===== src/hw/rtl/decimal_text_value_scaler_defines.svh =====
// ----------------------------------------------------------------------------
// decimal_text_value_scaler_defines
// Assertion macros for the decimal text value scaler. Define NO_ASSERTIONS
// to compile them out.
// ----------------------------------------------------------------------------
`ifndef DECIMAL_TEXT_VALUE_SCALER_DEFINES_SVH
`define DECIMAL_TEXT_VALUE_SCALER_DEFINES_SVH

`ifndef NO_ASSERTIONS
// same-cycle implication, sampled on the rising clock, off during reset
`define DTVS_ASSERT_NOW(label, clk, rst_n, ante, cons, msg) \
	label: assert property (@(posedge clk) disable iff (!rst_n) (ante) |-> (cons)) \
		else $error(msg);
// next-cycle implication
`define DTVS_ASSERT_NEXT(label, clk, rst_n, ante, cons, msg) \
	label: assert property (@(posedge clk) disable iff (!rst_n) (ante) |=> (cons)) \
		else $error(msg);
`else
`define DTVS_ASSERT_NOW(label, clk, rst_n, ante, cons, msg)
`define DTVS_ASSERT_NEXT(label, clk, rst_n, ante, cons, msg)
`endif

`endif


===== src/hw/rtl/dtvs_pkg.sv =====
// ----------------------------------------------------------------------------
// dtvs_pkg
// Widths, constants and the decimal place table of the text value scaler.
// ----------------------------------------------------------------------------
package dtvs_pkg;

	localparam int VALUE_BITS = 16;
	localparam int PCT_W      = 10;
	localparam int ACC_EXT_W  = VALUE_BITS + 4;
	localparam int PROD_W     = VALUE_BITS + PCT_W;
	// remainder must also hold the clamp threshold (27 bits)
	localparam int REM_W      = (PROD_W > 27) ? PROD_W : 27;
	localparam int PLACE_W    = 3;
	localparam int CNT_W      = 4;
	localparam int ADDR_W     = 3;
	localparam int DATA_W     = 32;

	localparam logic [VALUE_BITS-1:0] VALUE_MAX = '1;
	localparam logic [PCT_W-1:0]      PCT_RESET = PCT_W'(100);
	localparam logic [PLACE_W-1:0]    MAX_PLACE = PLACE_W'(5);
	localparam logic [CNT_W-1:0]      CNT_TEN   = CNT_W'(10);

	// products at or above 100 * 10^6 give a scaled value past 999999
	localparam logic [REM_W-1:0] CLAMP_LIMIT = REM_W'(100_000_000);
	localparam logic [REM_W-1:0] CLAMP_FILL  = REM_W'(99_999_999);

	localparam logic [7:0] ASCII_ZERO = 8'h30;
	localparam logic [7:0] ASCII_NINE = 8'h39;

	// register word index
	localparam logic REG_SCALE_PERCENT = 1'b0;

	// weight of one decimal place of floor(product / 100), seen in product units
	function automatic logic [REM_W-1:0] place_pow(input logic [PLACE_W-1:0] place);
		logic [REM_W-1:0] w;
		case (place)
			3'd0:    w = REM_W'(100);
			3'd1:    w = REM_W'(1_000);
			3'd2:    w = REM_W'(10_000);
			3'd3:    w = REM_W'(100_000);
			3'd4:    w = REM_W'(1_000_000);
			3'd5:    w = REM_W'(10_000_000);
			default: w = REM_W'(100);
		endcase
		return w;
	endfunction

endpackage


===== src/hw/rtl/decimal_text_value_scaler.sv =====
// Digit character: accumulated, no output. Closing character or end of text with
// an open run: a multiply state, a clamp state, then one compare-subtract
// per cycle on a shared unit over 6 decimal places, held while the output
// stalls; a copied character then follows from the emit state. Other
// non-digits go through the emit state; end of text alone gives no output.
// Asynchronous active-low reset; scale_percent resets to 100, no clear pass.
// ----------------------------------------------------------------------------
// decimal_text_value_scaler
// Gathers decimal digit runs, scales them by a percentage and re-emits them
// as ASCII digits, passing other characters through.
// ----------------------------------------------------------------------------
`include "decimal_text_value_scaler_defines.svh"

module decimal_text_value_scaler
	import dtvs_pkg::*;
(
	input  logic              clk,
	input  logic              arst_n,
	// APB-style register port
	input  logic              psel,
	input  logic              penable,
	input  logic              pwrite,
	input  logic [ADDR_W-1:0] paddr,
	input  logic [DATA_W-1:0] pwdata,
	output logic [DATA_W-1:0] prdata,
	output logic              pready,
	// input channel
	input  logic              in_valid,
	output logic              in_ready,
	input  logic [7:0]        char_in,
	input  logic              end_of_text,
	// output channel
	output logic              out_valid,
	input  logic              out_ready,
	output logic [7:0]        char_out,
	output logic              last_of_run
);

	localparam logic [2:0] ST_IDLE  = 3'd0;
	localparam logic [2:0] ST_MUL   = 3'd1;
	localparam logic [2:0] ST_CLAMP = 3'd2;
	localparam logic [2:0] ST_DIG   = 3'd3;
	localparam logic [2:0] ST_EMIT  = 3'd4;

	logic [2:0]            state_q;
	logic [VALUE_BITS-1:0] acc_q;
	logic                  inside_q;
	logic [PCT_W-1:0]      percent_q;
	logic [REM_W-1:0]      rem_q;
	logic [PLACE_W-1:0]    place_q;
	logic [CNT_W-1:0]      cnt_q;
	logic                  started_q;
	logic [7:0]            char_q;
	logic                  end_q;
	logic                  out_valid_q;
	logic [7:0]            char_out_q;
	logic                  last_q;

	logic                  cfg_wr;
	logic                  in_fire;
	logic                  is_digit;
	logic [ACC_EXT_W-1:0]  acc_ext;
	logic [VALUE_BITS-1:0] acc_next;
	logic [PROD_W-1:0]     prod;
	logic [REM_W-1:0]      pow_cur;
	logic                  ge;
	logic                  show_digit;
	logic                  can_load;
	logic                  emit_digit;
	logic                  dig_fire;
	logic                  emit_char;

	// register port
	assign pready = 1'b1;
	assign cfg_wr = psel & penable & pwrite & pready & (paddr[2] == REG_SCALE_PERCENT);
	assign prdata = (paddr[2] == REG_SCALE_PERCENT) ? DATA_W'(percent_q) : '0;

	assign in_ready = (state_q == ST_IDLE);
	assign in_fire  = in_valid & in_ready;
	assign is_digit = !end_of_text && (char_in >= ASCII_ZERO) && (char_in <= ASCII_NINE);

	// acc * 10 + digit, saturating
	assign acc_ext  = ACC_EXT_W'({acc_q, 3'b000}) + ACC_EXT_W'({acc_q, 1'b0})
		+ ACC_EXT_W'(char_in[3:0]);
	assign acc_next = (acc_ext > ACC_EXT_W'(VALUE_MAX)) ? VALUE_MAX : acc_ext[VALUE_BITS-1:0];

	assign prod = PROD_W'(acc_q) * PROD_W'(percent_q);

	// shared compare-subtract unit
	assign pow_cur    = place_pow(place_q);
	assign ge         = (rem_q >= pow_cur);
	assign show_digit = (cnt_q != '0) || started_q || (place_q == '0);
	assign can_load   = !out_valid_q || out_ready;
	assign emit_digit = (state_q == ST_DIG) && !ge && show_digit && can_load;
	assign dig_fire   = (state_q == ST_DIG) && !ge && (!show_digit || can_load);
	assign emit_char  = (state_q == ST_EMIT) && can_load;

	always_ff @(posedge clk or negedge arst_n) begin
		if (!arst_n) begin
			state_q     <= ST_IDLE;
			acc_q       <= '0;
			inside_q    <= 1'b0;
			percent_q   <= PCT_RESET;
			place_q     <= '0;
			cnt_q       <= '0;
			started_q   <= 1'b0;
			out_valid_q <= 1'b0;
		end else begin
			if (cfg_wr) begin
				percent_q <= pwdata[PCT_W-1:0];
			end
			if (emit_digit || emit_char) begin
				out_valid_q <= 1'b1;
			end else if (out_ready) begin
				out_valid_q <= 1'b0;
			end
			case (state_q)
				ST_IDLE: begin
					if (in_fire) begin
						if (is_digit) begin
							acc_q    <= acc_next;
							inside_q <= 1'b1;
						end else if (inside_q) begin
							state_q <= ST_MUL;
						end else if (!end_of_text) begin
							state_q <= ST_EMIT;
						end
					end
				end
				ST_MUL: begin
					acc_q    <= '0;
					inside_q <= 1'b0;
					state_q  <= ST_CLAMP;
				end
				ST_CLAMP: begin
					place_q   <= MAX_PLACE;
					cnt_q     <= '0;
					started_q <= 1'b0;
					state_q   <= ST_DIG;
				end
				ST_DIG: begin
					if (ge) begin
						cnt_q <= cnt_q + CNT_W'(1);
					end else if (dig_fire) begin
						started_q <= started_q | (cnt_q != '0);
						cnt_q     <= '0;
						if (place_q == '0) begin
							state_q <= end_q ? ST_IDLE : ST_EMIT;
						end else begin
							place_q <= place_q - PLACE_W'(1);
						end
					end
				end
				ST_EMIT: begin
					if (can_load) begin
						state_q <= ST_IDLE;
					end
				end
				default: begin
					state_q <= ST_IDLE;
				end
			endcase
		end
	end

	// payload registers
	always_ff @(posedge clk) begin
		if (in_fire && !is_digit) begin
			char_q <= char_in;
			end_q  <= end_of_text;
		end
		case (state_q)
			ST_MUL: begin
				rem_q <= REM_W'(prod);
			end
			ST_CLAMP: begin
				if (rem_q >= CLAMP_LIMIT) begin
					rem_q <= CLAMP_FILL;
				end
			end
			ST_DIG: begin
				if (ge) begin
					rem_q <= rem_q - pow_cur;
				end
			end
			default: begin
				rem_q <= rem_q;
			end
		endcase
		if (emit_digit) begin
			char_out_q <= ASCII_ZERO + 8'(cnt_q);
			last_q     <= (place_q == '0) && end_q;
		end else if (emit_char) begin
			char_out_q <= char_q;
			last_q     <= 1'b1;
		end
	end

	assign out_valid   = out_valid_q;
	assign char_out    = char_out_q;
	assign last_of_run = last_q;

	`DTVS_ASSERT_NOW(a_digit_range, clk, arst_n, state_q == ST_DIG, cnt_q < CNT_TEN,
		"decimal digit count ran past nine")
	`DTVS_ASSERT_NOW(a_place_range, clk, arst_n, state_q == ST_DIG, place_q <= MAX_PLACE,
		"decimal place out of range")
	`DTVS_ASSERT_NOW(a_acc_clear, clk, arst_n, !inside_q, acc_q == '0,
		"accumulator holds a value with no open run")
	`DTVS_ASSERT_NEXT(a_mul_closes, clk, arst_n, state_q == ST_MUL,
		!inside_q && state_q == ST_CLAMP, "run not closed after multiply")

endmodule


===== config.mk =====
export PLATFORM = sky130hd
export DESIGN_NAME = decimal_text_value_scaler
export DESIGN_NICKNAME = d
export VERILOG_FILES = /design/src/hw/rtl/dtvs_pkg.sv /design/src/hw/rtl/decimal_text_value_scaler.sv
export VERILOG_INCLUDE_DIRS = /design/src /design/src/hw/rtl
export SDC_FILE = /design/constraint.sdc
export NUM_CORES = 1
export LEC_CHECK = 0
export ABC_AREA = 1
export ABC_CLOCK_PERIOD_IN_PS = 8200
export BUFFER_PORTS_ARGS = -buffer_cell sky130_fd_sc_hd__buf_2
export CORE_ASPECT_RATIO = 0.5
export CORE_MARGIN = 2
export CORE_UTILIZATION = 55
export DETAILED_ROUTE_END_ITERATION = 12
export PLACE_DENSITY = 0.76
export RECOVER_POWER = 100
export SETUP_SLACK_MARGIN = 0.05
export SYNTH_ARGS = -nofsm -noshare
export SYNTH_HDL_FRONTEND = slang
export SYNTH_SLANG_ARGS = --single-unit

===== constraint.sdc =====
create_clock -name clk -period 8.2 [get_ports clk]
set_input_delay 0 -clock clk [delete_from_list [all_inputs] [get_ports clk]]
set_output_delay 0 -clock clk [all_outputs]
set_load 0.01 [all_outputs]

-- Word level (Yosys, flattened, before mapping)
Cells that the tools add are included.
- register bits after elaboration: 84
- output and inout bits: 44
- word-level logic and storage cells: 123
- $add $sub $neg: 6
- multipliers: 1
- magnitude comparators: 5
- equal/unequal tests: 21
- mux-type cells: 38
- bitwise logic cells: 6
- reduce and logical (&&, ||, !) cells: 33
- operators with widths (operator ; number):
    one-hot mux 24 bit (5 select lines) ; 1
    one-hot mux 27 bit (3 select lines) ; 1
    two-way mux 27 bit ; 2
    two-way mux 16 bit ; 3
    two-way mux 3 bit ; 12
    one-hot mux 16 bit (2 select lines) ; 1
    greater-or-equal comparator 27 bit ; 1
    greater-or-equal comparator 27 bit, second input constant ; 1
    subtractor 27 bit ; 1
    multiplier 16 x 10 -> 26 bit ; 1
    adder 19 x 17 -> 20 bit ; 1
    adder 20 x 4 -> 20 bit ; 1
    > comparator 20 x 16 -> 1 bit, second input constant ; 1
    two-way mux 8 bit ; 2
    != test 2 bit, second input constant ; 8
    one-hot mux 3 bit (5 select lines) ; 1
    equality test 3 x 2 -> 1 bit, second input constant ; 4
    two-way mux 10 bit ; 1
    equality test 3 bit, second input constant ; 3
    logical AND 1 bit ; 9
    AND reduction 3 bit ; 3
    greater-or-equal comparator 8 x 6 -> 1 bit, second input constant ; 1
    less-or-equal comparator 8 x 6 -> 1 bit, second input constant ; 1
    two-way mux 1 bit ; 8
    other kinds (23) ; 42

-- Logic depth before layout (Yosys ltp)
Gate-level depths: netlist of run 1.
- depth after elaboration: 9
- depth in mapped cells: 26
- mapped depth without buffers: 24

-- Worst setup path before layout of run 1
No wires, ideal clock.
- path kind: reg2reg
- start point: reg percent_q[2]
- end point: reg rem_q[15], data pin
- library setup time: 127 ps
- data arrival time: 5229 ps
- data required time: 8073 ps
- slack: 2843 ps
- cell stages (with the launch flop): 23
- cells stage by stage: dfstp_2 -> clkbuf_1 -> clkbuf_1 -> nand2_1 -> fa_1 -> inv_1 -> fa_1 -> inv_1 -> fa_1 -> inv_1 -> fa_1 -> inv_1 -> fa_1 -> inv_1 -> ha_1 -> a21oi_1 -> o21ai_0 -> a21oi_1 -> o21ai_0 -> or2_2 -> nand3_1 -> nand2_1 -> inv_1
- word-level cells in the longest chain between the ends: 2
- RTL lines (item ; line ; text):
    start, declared ; decimal_text_value_scaler.sv:48 ; logic [PCT_W-1:0] percent_q;
    start signal, assigned ; decimal_text_value_scaler.sv:110 ; percent_q <= pwdata[PCT_W-1:0];
    multiplier 16 x 10 -> 26 bit ; decimal_text_value_scaler.sv:87 ; assign prod = PROD_W'(acc_q) * PROD_W'(percent_q);
    one-hot mux 27 bit (3 select lines) ; decimal_text_value_scaler.sv:172 ; case (state_q)
    end signal, assigned ; decimal_text_value_scaler.sv:174 ; rem_q <= REM_W'(prod);
    end signal, assigned ; decimal_text_value_scaler.sv:183 ; rem_q <= rem_q - pow_cur;
    end signal, assigned ; decimal_text_value_scaler.sv:187 ; rem_q <= rem_q;
    end, declared ; decimal_text_value_scaler.sv:49 ; logic [REM_W-1:0] rem_q;
No other way between the ends.
A chain may end at the register's enable or synchronous reset.

-- Final worst setup path of run 1
- start point: reg percent_q[2]
- end point: reg rem_q[19], data pin
The elaborated chain is that of the path after synthesis.

==> results of run 1 <==
[power breakdown]
group          internal (mW)  total, mW  leakage [nW]  switching (mW)
logic                 0.0217     0.0521          6.66          0.0304
clock network          0.208      0.391         0.134           0.183
registers              0.452      0.512         0.949          0.0602
total                  0.682      0.956          7.75           0.274
[state kept, by name (all words and copies together), names as in the netlist]
name / count
rem_q: 27
acc_q: 16
percent_q: 10
char_out: 8
char_q: 8
cnt_q: 4
place_q: 3
state_q: 3
end_q: 1
inside_q: 1
last_of_run: 1
out_valid: 1
started_q: 1
[critical path, delay by kind of cell, from the launching register on]
kind	cells	cell delay [ns]
AND/OR/NAND/NOR	5	0.60
flip-flops	1	1.07
adder cells (fa/ha/maj)	6	2.94
buffers and inverters	5	0.27
AO/OA/AOI/OAI	4	0.82
[kinds of logic (layout without fill, tap and decap cells)]
| kind of cell | count (synthesis) | after routing | share of synthesized area (%) |
|---|---|---|---|
| AOI/OAI and AO/OA | 166 | 166 | 7.431 |
| xor gates and xnor gates | 22 | 22 | 1.547 |
| adders and majority gates | 231 | 231 | 30.01 |
| buffers and inverters | 426 | 439 | 13.83 |
| DFF | 84 | 84 | 18.71 |
| other | 2 | 23 | 0.06028 |
| and+or+nand+nor | 809 | 809 | 28.42 |
[cell usage in the layout, fill, tap and decap left out, types with 4 or more instances in the layout]
cell type      instances
nand2_1              508
inv_1                341
ha_1                 118
fa_1                 113
nor2_1               107
nand3_1               93
a21oi_1               84
o21ai_0               52
edfxtp_1              45
dfrtp_1               36
nand4_1               32
clkbuf_1              32
conb_1                23
dlygate4sd3_1         21
nor3_1                17
buf_2                 17
xor2_1                14
inv_2                 11
nand3_2               11
clkbuf_16              9
xnor2_1                8
nand2_2                8
o21bai_1               7
nor3_2                 6
or2_2                  5
nor2_2                 4
a21o_1                 4
nand3b_1               4
o22ai_1                4
[Yosys cell counts (17+ instances only)]
| library cell | number |
|---|---|
| inv_1 | 339 |
| clkbuf_1 | 43 |
| nand3_1 | 89 |
| o21ai_0 | 49 |
| nor3_1 | 17 |
| nand2_1 | 502 |
| fa_1 | 113 |
| nand4_1 | 32 |
| dfrtp_1 | 36 |
| a21oi_1 | 84 |
| edfxtp_1 | 45 |
| buf_4 | 23 |
| nor2_1 | 103 |
| ha_1 | 118 |
[worst min path at each step]
stage | startpoint | endpoint | slack [ns] | cells after the start
floorplan | arst_n | acc_q[0] | -0.30 | 0
global placement | arst_n | acc_q[4] | 0.19 | 1
detailed placement | arst_n | acc_q[13] | 0.19 | 1
CTS | in_valid | char_q[5] | 0.17 | 3
global route | in_valid | char_q[5] | 0.20 | 3
finish | in_valid | char_q[5] | 0.18 | 3
[repair_timing]
action	CTS	global route
hold buffers	21	0
hold endpoints to repair	57	0
buffers inserted	0	0
[final cells by class]
type	count	area [um2]
fill	2137	8838
multi-input combinational	1251	8404
sequential	84	2331
inverter	354	1329
timing repair buffer	69	411.6
tap	300	375.4
clock buffer	10	229.0
clock inverter	6	47.55
[through the flow]
| step | setup slack, ns | cells | hold slack (ns) |
|---|---|---|---|
| after global routing | 2.033 | 2074 | 0.2025 |
| after floorplan | 2.843 | 1761 | -0.2956 |
| after detailed placement | 2.552 | 2037 | 0.1933 |
| after global placement | 2.625 | 2037 | 0.1912 |
| final | 2.271 | 2074 | 0.1806 |
| after CTS | 2.523 | 2074 | 0.1690 |
[routing by layer]
metal | share of wire [%] | up-vias | wire [um]
li1 | - | 5429 | -
met5 | 0 | - | 0
met2 | 44 | 363 | 13200
met4 | 2.3 | 0 | 690
met3 | 7.0 | 58 | 2081
met1 | 47 | 5048 | 13890
==> flow_metrics.env, run 1 <==
export IMPL_grt_start_max_net_pins=40
export IMPL_cp_start_kind="flip-flop"
export IMPL_rr_endpoint="rem_q[19]"
export IMPL_syn_avg_cell_area_um2=7.161
export IMPL_critical_path_class="flip-flop to flip-flop"
export IMPL_power_density_nw_per_um2=72.82
export IMPL_drv_cap=3
export IMPL_crit_fanout=17
export IMPL_grtUsageTotal_pct=26.40
export IMPL_die_x_um=216.9
export IMPL_startpoint="percent_q[2]"
export IMPL_dpl_hpwl_mm=23.64
export IMPL_ys_warn_count=0
export IMPL_finalWirelength_mm=29.86
export IMPL_rows=38
export IMPL_grt_util_met1_pct=36.46
export IMPL_leakage_nw=7.748
export IMPL_synth_area_leaders="fa_1 18%, nand2_1 15%, ha_1 12%"
export IMPL_tns_ns=0
export IMPL_slowest_delay_ns=1.07
export IMPL_clk_pin_slew_worst_paths_ns=0.07
export IMPL_start_util_pct=56.72
export IMPL_clk_insertion_delay_late_ns=0.36
export IMPL_synthCells=1740
export IMPL_cts_sinks=84
export IMPL_met2_usage_pct=42.35
export IMPL_stdcell_area_um2=13130
export IMPL_fin_worst_skew_ns=0.01357
export IMPL_n_antenna_cell=0
export IMPL_coreArea_um2=21970
export IMPL_io_pins=95
export IMPL_grt_pass1_vias=10710
export IMPL_synth_top_area_share_pct=18.16
export IMPL_grt_pass1_wl_mm=51.23
export IMPL_drive_gt1_share_pct=4.679
export IMPL_status="finished, violations left"
export IMPL_layout_nets=2051
export IMPL_gp_congestion=0.9597
export IMPL_total_power_uw=955.9
export IMPL_setup_viol=0
export IMPL_hold_violations=0
export IMPL_fmax_mhz=168.7
export IMPL_place_area_um2=12760
export IMPL_drv_slew=77
export IMPL_die_h_um=110.4
export IMPL_drc=0
export IMPL_cts_buffers=9
export IMPL_rsz0062_at_grt="false"
export IMPL_post_route_util_pct=59.76
export IMPL_slew_headroom_pct=-52.63
export IMPL_first_pass_iters=6
export IMPL_tightest_slew_ns=2.289
export IMPL_yosysSeqAreaShare_pct=18.71
export IMPL_antenna_found_initial=0
export IMPL_cts_tree="built"
export IMPL_netlist_area_um2=12460
export IMPL_vias=10900
export IMPL_yosys_area_top_type="fa_1"
export IMPL_synth_flop_cell="edfxtp_1"
export IMPL_h_tree_depth=3
export IMPL_r2r_start="percent_q[2]"
export IMPL_violations="capacitance limit, slew limit"
export IMPL_endpoint="rem_q[19]"
export IMPL_io_buffers=47
export IMPL_cts_root_buffer="clkbuf_16"
export IMPL_crit_slowest_cell="dfstp_1"
export IMPL_finalCriticalPeriod_ns=5.929
export IMPL_synth_cell_types=55
export IMPL_gr_total_overflow=0
export IMPL_cts_resized_gates=0
export IMPL_period_share_pct=72.30
export IMPL_critPathCaptureType="flip-flop"
export IMPL_die_area_um2=23950
export IMPL_regToRegSetupSlack_ns=2.27
export IMPL_cts_max_path_buffers=2
export IMPL_synth_edf_count=45
export IMPL_synthArstFlopShare_pct=46.43
export IMPL_vdd_ir_drop_max_mv=0.09207
export IMPL_holdCritPathClass="primary input to flip-flop"
export IMPL_grt_busiest_layer="met2"
export IMPL_synth_seq_cells=84
export IMPL_crit_required_ns=8.31
export IMPL_drtAntennaViolNets=0
export IMPL_area_growth_pct=5.363
export IMPL_worstPathCellList="nand2_1 -> fa_1 -> inv_1 -> fa_1 -> inv_1 -> fa_1 -> inv_1 -> fa_1 -> inv_1 -> fa_1 -> inv_1 -> ha_1 -> a21oi_1 -> o21ai_0 -> a21oi_1 -> o21ai_0 -> nand2_1 -> nand3b_1 -> nand3_1 -> nand2_1"
export IMPL_drtIter0Drc=734
export IMPL_critPathArrivalTime_ns=6.04
export IMPL_met3_usage_pct=4.904
export IMPL_reg2regPathDepth=20
export IMPL_avgViaCountPerCell=5.255
export IMPL_post_drt_wl_per_cell_um=14.40
Note: power is estimated with default switching activity, not from simulation.
==> run 2: changes to the inputs <==
--- a/config.mk
+++ b/config.mk
@@ -7,13 +7,13 @@
 export NUM_CORES = 1
 export LEC_CHECK = 0
 export ABC_AREA = 1
-export ABC_CLOCK_PERIOD_IN_PS = 8200
+export ABC_CLOCK_PERIOD_IN_PS = 5400
 export BUFFER_PORTS_ARGS = -buffer_cell sky130_fd_sc_hd__buf_2
 export CORE_ASPECT_RATIO = 0.5
 export CORE_MARGIN = 2
 export CORE_UTILIZATION = 55
 export DETAILED_ROUTE_END_ITERATION = 12
-export PLACE_DENSITY = 0.76
+export PLACE_DENSITY = 0.79
 export RECOVER_POWER = 100
 export SETUP_SLACK_MARGIN = 0.05
 export SYNTH_ARGS = -nofsm -noshare
==> constraint.sdc (replaced) <==
create_clock -name clk -period 5.4 [get_ports clk]
set_input_delay 0 -clock clk [delete_from_list [all_inputs] [get_ports clk]]
set_output_delay 0 -clock clk [all_outputs]
set_load 0.01 [all_outputs]
==> flow_metrics.env, run 2 (synthesis gave the netlist of run 1 again) <==
export IMPL_dpl_hpwl_mm=24.67
export IMPL_fin_worst_skew_ns=0.01319
export IMPL_finalCriticalPeriod_ns=5.195
export IMPL_rows=38
export IMPL_crit_required_ns=5.54
export IMPL_holdCritPathClass="primary input to flip-flop"
export IMPL_hold_depth=3
export IMPL_gp_congestion=0.9928
export IMPL_drive_gt1_share_pct=9.697
export IMPL_fillers=1921
export IMPL_setup_viol=0
export IMPL_drv_cap=2
export IMPL_h_tree_depth=3
export IMPL_cts_buffers=9
export IMPL_slew_headroom_pct=-52.86
export IMPL_die_x_um=216.9
export IMPL_grt_busiest_layer="met2"
export IMPL_post_drt_wl_per_cell_um=14.81
export IMPL_tightest_slew_ns=2.293
export IMPL_avgViaCountPerCell=5.292
export IMPL_coreArea_um2=21970
export IMPL_antenna_found_initial=0
export IMPL_critical_path_class="flip-flop to flip-flop"
export IMPL_crit_fanout=11
export IMPL_cts_max_path_buffers=2
export IMPL_cts_sinks=84
export IMPL_met2_usage_pct=43.12
export IMPL_grt_util_met1_pct=37.87
export IMPL_vias=11190
export IMPL_clk_insertion_delay_late_ns=0.37
export IMPL_cts_root_buffer="clkbuf_16"
export IMPL_largest_register="rem_q"
export IMPL_drtAntennaViolNets=0
export IMPL_mostFrequentLayoutCells="507 x nand2_1, 340 x inv_1, 113 x fa_1"
export IMPL_cts_tree="built"
export IMPL_die_h_um=110.4
export IMPL_finalWirelength_mm=31.32
export IMPL_violations="capacitance limit, slew limit"
export IMPL_rsz0062_at_grt="false"
export IMPL_vdd_ir_drop_max_mv=0.1696
export IMPL_first_pass_iters=5
export IMPL_largest_register_ff_count=27
export IMPL_grt_pass1_vias=10720
export IMPL_reg2regPathDepth=19
export IMPL_hold_violations=0
export IMPL_tns_ns=0
export IMPL_critPathArrivalTime_ns=5.33
export IMPL_drc=0
export IMPL_io_buffers=47
export IMPL_io_pins=95
export IMPL_period_share_pct=96.20
export IMPL_drv_slew=41
export IMPL_cp_start_kind="flip-flop"
export IMPL_fmax_mhz=192.5
export IMPL_top_regs="rem_q (27), acc_q (16), percent_q (10)"
export IMPL_grt_start_max_net_pins=40
export IMPL_multi_input_area_um2=8557
export IMPL_clk_pin_slew_worst_paths_ns=0.08
export IMPL_critPathCaptureType="flip-flop"
export IMPL_layout_commonest_cell="nand2_1"
export IMPL_post_route_util_pct=62.12
export IMPL_met3_usage_pct=4.242
export IMPL_total_power_mw=1.573
export IMPL_gr_total_overflow=0
export IMPL_area_growth_pct=9.520
export IMPL_register_area_um2=2347
export IMPL_die_area_um2=23950
export IMPL_status="finished, violations left"
export IMPL_leakage_nw=7.966
export IMPL_power_density_nw_per_um2=115.3
export IMPL_start_util_pct=56.72
export IMPL_grtUsageTotal_pct=26.92
export IMPL_grt_pass1_wl_mm=52.14
export IMPL_n_antenna_cell=0
export IMPL_drtIter0Drc=947
export IMPL_layout_nets=2092
[run 2: changes by cell type in the layout (fill, tap and decap cells not counted), moves of 4 or more]
| cell | before | now |
|---|---|---|
| ha_2 | 0 | 5 |
| dfrtp_2 | 0 | 10 |
| clkbuf_1 | 32 | 22 |
| nor2_1 | 107 | 103 |
| o21ai_0 | 52 | 46 |
| nor2_2 | 4 | 8 |
| buf_2 | 17 | 25 |
| ha_1 | 118 | 107 |
| ha_4 | 0 | 6 |
| a21oi_1 | 84 | 77 |
| dfrtp_1 | 36 | 26 |
| a21oi_2 | 2 | 9 |
| buf_4 | 0 | 37 |
[run 2: where the power goes]
| part | internal [mW] | switching [mW] | leakage, nW |
|---|---|---|---|
| clock network | 0.368 | 0.302 | 0.153 |
| registers | 0.690 | 0.0452 | 0.938 |
| logic | 0.0680 | 0.100 | 6.87 |
[run 2: final timing paths]
check | slack [ns] | startpoint | endpoint
max | 0.21 | percent_q[7] | rem_q[22]
min | 0.17 | in_valid | char_q[2]
max reg2reg | 0.21 | percent_q[7] | rem_q[22]
min reg2reg | 0.50 | char_q[4] | char_out[4]
max in group asynchronous | 3.06 | arst_n | acc_q[2]
min in group asynchronous | 0.87 | arst_n | percent_q[4]
[run 2: final cells by class]
type | instances | area share [%]
Clock buffer | 9 | 1.650
Tap cell | 300 | 2.751
Timing Repair Buffer | 110 | 5.355
Inverter | 354 | 9.738
Sequential cell | 84 | 17.20
Multi-Input combinational cell | 1251 | 62.71
Clock inverter | 7 | 0.5960
[run 2: through the flow]
stage               hold WS, ns  area (um2)  cells  setup slack (ns)
finish                   0.1677       13650   2115            0.2050
global route             0.1768       13650   2115           0.01890
CTS                      0.1555       13520   2105           0.05420
detailed placement       0.1940       12980   2066           0.04171
global placement         0.1886       12980   2066            0.1208
floorplan               -0.2956       12540   1761            0.1303
[run 2: routing by layer]
metal | vias to the layer above | share of wire (%)
met5 | - | 0
met4 | 0 | 2.0
met3 | 46 | 6.8
met2 | 369 | 46
met1 | 5297 | 46
li1 | 5481 | -
[run 2: critical path, stage by stage, from the launching register on]
cell     delay, ns
dfrtp_1       0.59
nand2_1       0.09
inv_1         0.09
fa_1          0.47
fa_1          0.55
fa_1          0.54
fa_1          0.56
inv_1         0.06
fa_1          0.53
inv_1         0.05
ha_2          0.38
nand2_1       0.15
nor2_2        0.20
nand2_1       0.08
nand2_1       0.07
nand2_1       0.07
nand4_1       0.11
nand3_1       0.19
nand2_1       0.14
inv_1         0.04
[run 2: what timing repair did]
action,4_1_cts,5_1_grt
hold buffers,21,0
resized for setup,2,51
pin swaps,0,5
endpoints found under the setup margin,2,15
endpoints found under the hold margin,57,0
buffers inserted,2,10
==> run 3: changes to the inputs <==
--- a/config.mk
+++ b/config.mk
@@ -11,9 +11,9 @@
 export BUFFER_PORTS_ARGS = -buffer_cell sky130_fd_sc_hd__buf_2
 export CORE_ASPECT_RATIO = 0.5
 export CORE_MARGIN = 2
-export CORE_UTILIZATION = 55
+export CORE_UTILIZATION = 51
 export DETAILED_ROUTE_END_ITERATION = 12
-export PLACE_DENSITY = 0.79
+export PLACE_DENSITY = 0.74
 export RECOVER_POWER = 100
 export SETUP_SLACK_MARGIN = 0.05
 export SYNTH_ARGS = -nofsm -noshare
==> flow_metrics.env, run 3 (synthesis gave the netlist of run 1 again) <==
export IMPL_avgViaCountPerCell=5.236
export IMPL_critPathCaptureType="flip-flop"
export IMPL_violations="capacitance limit, slew limit"
export IMPL_crit_slowest_cell="dfstp_2"
export IMPL_period_share_pct=96.98
export IMPL_layout_commonest_cell="nand2_1"
export IMPL_antenna_found_initial=0
export IMPL_layout_nets=2108
export IMPL_rows=40
export IMPL_total_power_mw=1.573
export IMPL_crit_fanout=6
export IMPL_startpoint="percent_q[2]"
export IMPL_slowest_delay_ns=0.57
export IMPL_slew_headroom_pct=-51.58
export IMPL_top_regs="rem_q (27), acc_q (16), percent_q (10)"
export IMPL_cts_sinks=84
export IMPL_cp_start_kind="flip-flop"
export IMPL_n_antenna_cell=0
export IMPL_crit_required_ns=5.53
export IMPL_setup_viol=0
export IMPL_die_h_um=114.5
export IMPL_drc=0
export IMPL_place_area_um2=13150
export IMPL_gp_congestion=0.9635
export IMPL_post_route_util_pct=58.10
export IMPL_rr_endpoint="rem_q[18]"
export IMPL_dpl_hpwl_mm=26.04
export IMPL_largest_register_ff_count=27
export IMPL_critical_path_class="flip-flop to flip-flop"
export IMPL_io_buffers=47
export IMPL_clk_pin_slew_worst_paths_ns=0.07
export IMPL_stdcell_area_um2=13930
export IMPL_holdCritPathClass="primary input to flip-flop"
export IMPL_status="finished, violations left"
export IMPL_start_util_pct=51.97
export IMPL_drv_slew=77
export IMPL_fin_worst_skew_ns=0.01343
export IMPL_tightest_slew_ns=2.274
export IMPL_cts_tree="built"
export IMPL_post_drt_wl_per_cell_um=15.43
export IMPL_drtAntennaViolNets=0
export IMPL_cts_root_buffer="clkbuf_16"
export IMPL_cts_buffers=9
export IMPL_grtUsageTotal_pct=26.49
export IMPL_drive_gt1_share_pct=11.09
export IMPL_cts_max_path_buffers=2
export IMPL_vdd_ir_drop_max_mv=0.1404
export IMPL_critPathArrivalTime_ns=5.36
export IMPL_r2r_start="percent_q[2]"
export IMPL_mostFrequentLayoutCells="503 x nand2_1, 340 x inv_1, 112 x fa_1"
export IMPL_clk_insertion_delay_late_ns=0.37
export IMPL_rsz0062_at_grt="true"
export IMPL_hold_start="in_valid"
export IMPL_cp_num_cells=21
export IMPL_drv_cap=3
export IMPL_tns_ns=0
export IMPL_worstPathCellList="buf_4 -> buf_4 -> buf_4 -> nand2_1 -> fa_1 -> inv_1 -> fa_1 -> ha_1 -> fa_1 -> inv_1 -> fa_1 -> inv_1 -> ha_4 -> nand2_1 -> nor2_1 -> a21o_1 -> nand3b_1 -> nand3_1 -> nand3_1 -> nand2_1 -> inv_1"
export IMPL_finalCriticalPeriod_ns=5.237
export IMPL_leakage_nw=8.092
export IMPL_crit_buf_inv=7
export IMPL_grt_pass1_vias=10840
export IMPL_largest_register="rem_q"
export IMPL_io_pins=95
export IMPL_grt_start_max_net_pins=40
export IMPL_vias=11240
export IMPL_grt_pass1_wl_mm=53.79
export IMPL_h_tree_depth=3
export IMPL_die_x_um=225.0
export IMPL_coreArea_um2=23970
export IMPL_crit_family="adder cells"
export IMPL_gr_total_overflow=0
export IMPL_hold_violations=0
export IMPL_regToRegSetupSlack_ns=0.16
export IMPL_area_growth_pct=11.78
export IMPL_drtIter0Drc=797
export IMPL_die_area_um2=25770
export IMPL_reg2regPathDepth=21
export IMPL_fmax_mhz=191.0
export IMPL_first_pass_iters=5
export IMPL_endpoint="rem_q[18]"
export IMPL_finalWirelength_mm=33.12
export IMPL_power_density_nw_per_um2=113.0
[run 3: power by group]
| group | total [mW] | internal [mW] | switching, mW |
|---|---|---|---|
| clock | 0.675 | 0.368 | 0.307 |
| combinational | 0.158 | 0.0677 | 0.0899 |
| sequential | 0.741 | 0.690 | 0.0513 |
[run 3: worst min path at each step]
stage                      endpoint  slack (ns)  cells past startpoint
after floorplan            acc_q[0]       -0.30                      0
after global placement    acc_q[15]        0.19                      1
after detailed placement   acc_q[9]        0.19                      1
after CTS                     end_q        0.17                      3
after global routing      char_q[4]        0.20                      3
final                         end_q        0.17                      3
[run 3: layer usage]
| metal | GRT usage [%] | wire length, um |
|---|---|---|
| met5 | 0 | 0 |
| met4 | 8.698 | 1000 |
| met3 | 4.183 | 1998 |
| met2 | 43.70 | 15130 |
| met1 | 35.93 | 14980 |
[run 3: final cells by class]
cell class	count	area (um2)
fillers	2212	10050
flip-flops and latches	84	2344
clock inverters	7	83.83
clock buffers	9	225.2
well taps	315	394.1
repair buffers	126	858.3
multi-input cells	1251	8693
inverters	354	1329
[run 3: metrics by stage]
stage	hold WS [ns]	setup slack, ns	cells
2_1_floorplan	-0.2956	0.1303	1761
5_1_grt	0.2036	-0.04588	2146
6_report	0.1703	0.1633	2146
3_5_place_dp	0.1888	0.03422	2101
4_1_cts	0.1714	0.07461	2139
3_3_place_gp	0.1928	0.1043	2101
[run 3: tightest hold or removal path, cell delays in order]
cell    delay [ns]
buf_2         0.10
inv_1         0.06
nor2_1        0.16
[run 3: repair_timing]
item,CTS,global route
setup endpoints to repair,1,16
hold endpoints to repair,57,0
resized for setup,0,74
buffers inserted,1,7
hold buffers,21,0
pin swaps,0,23
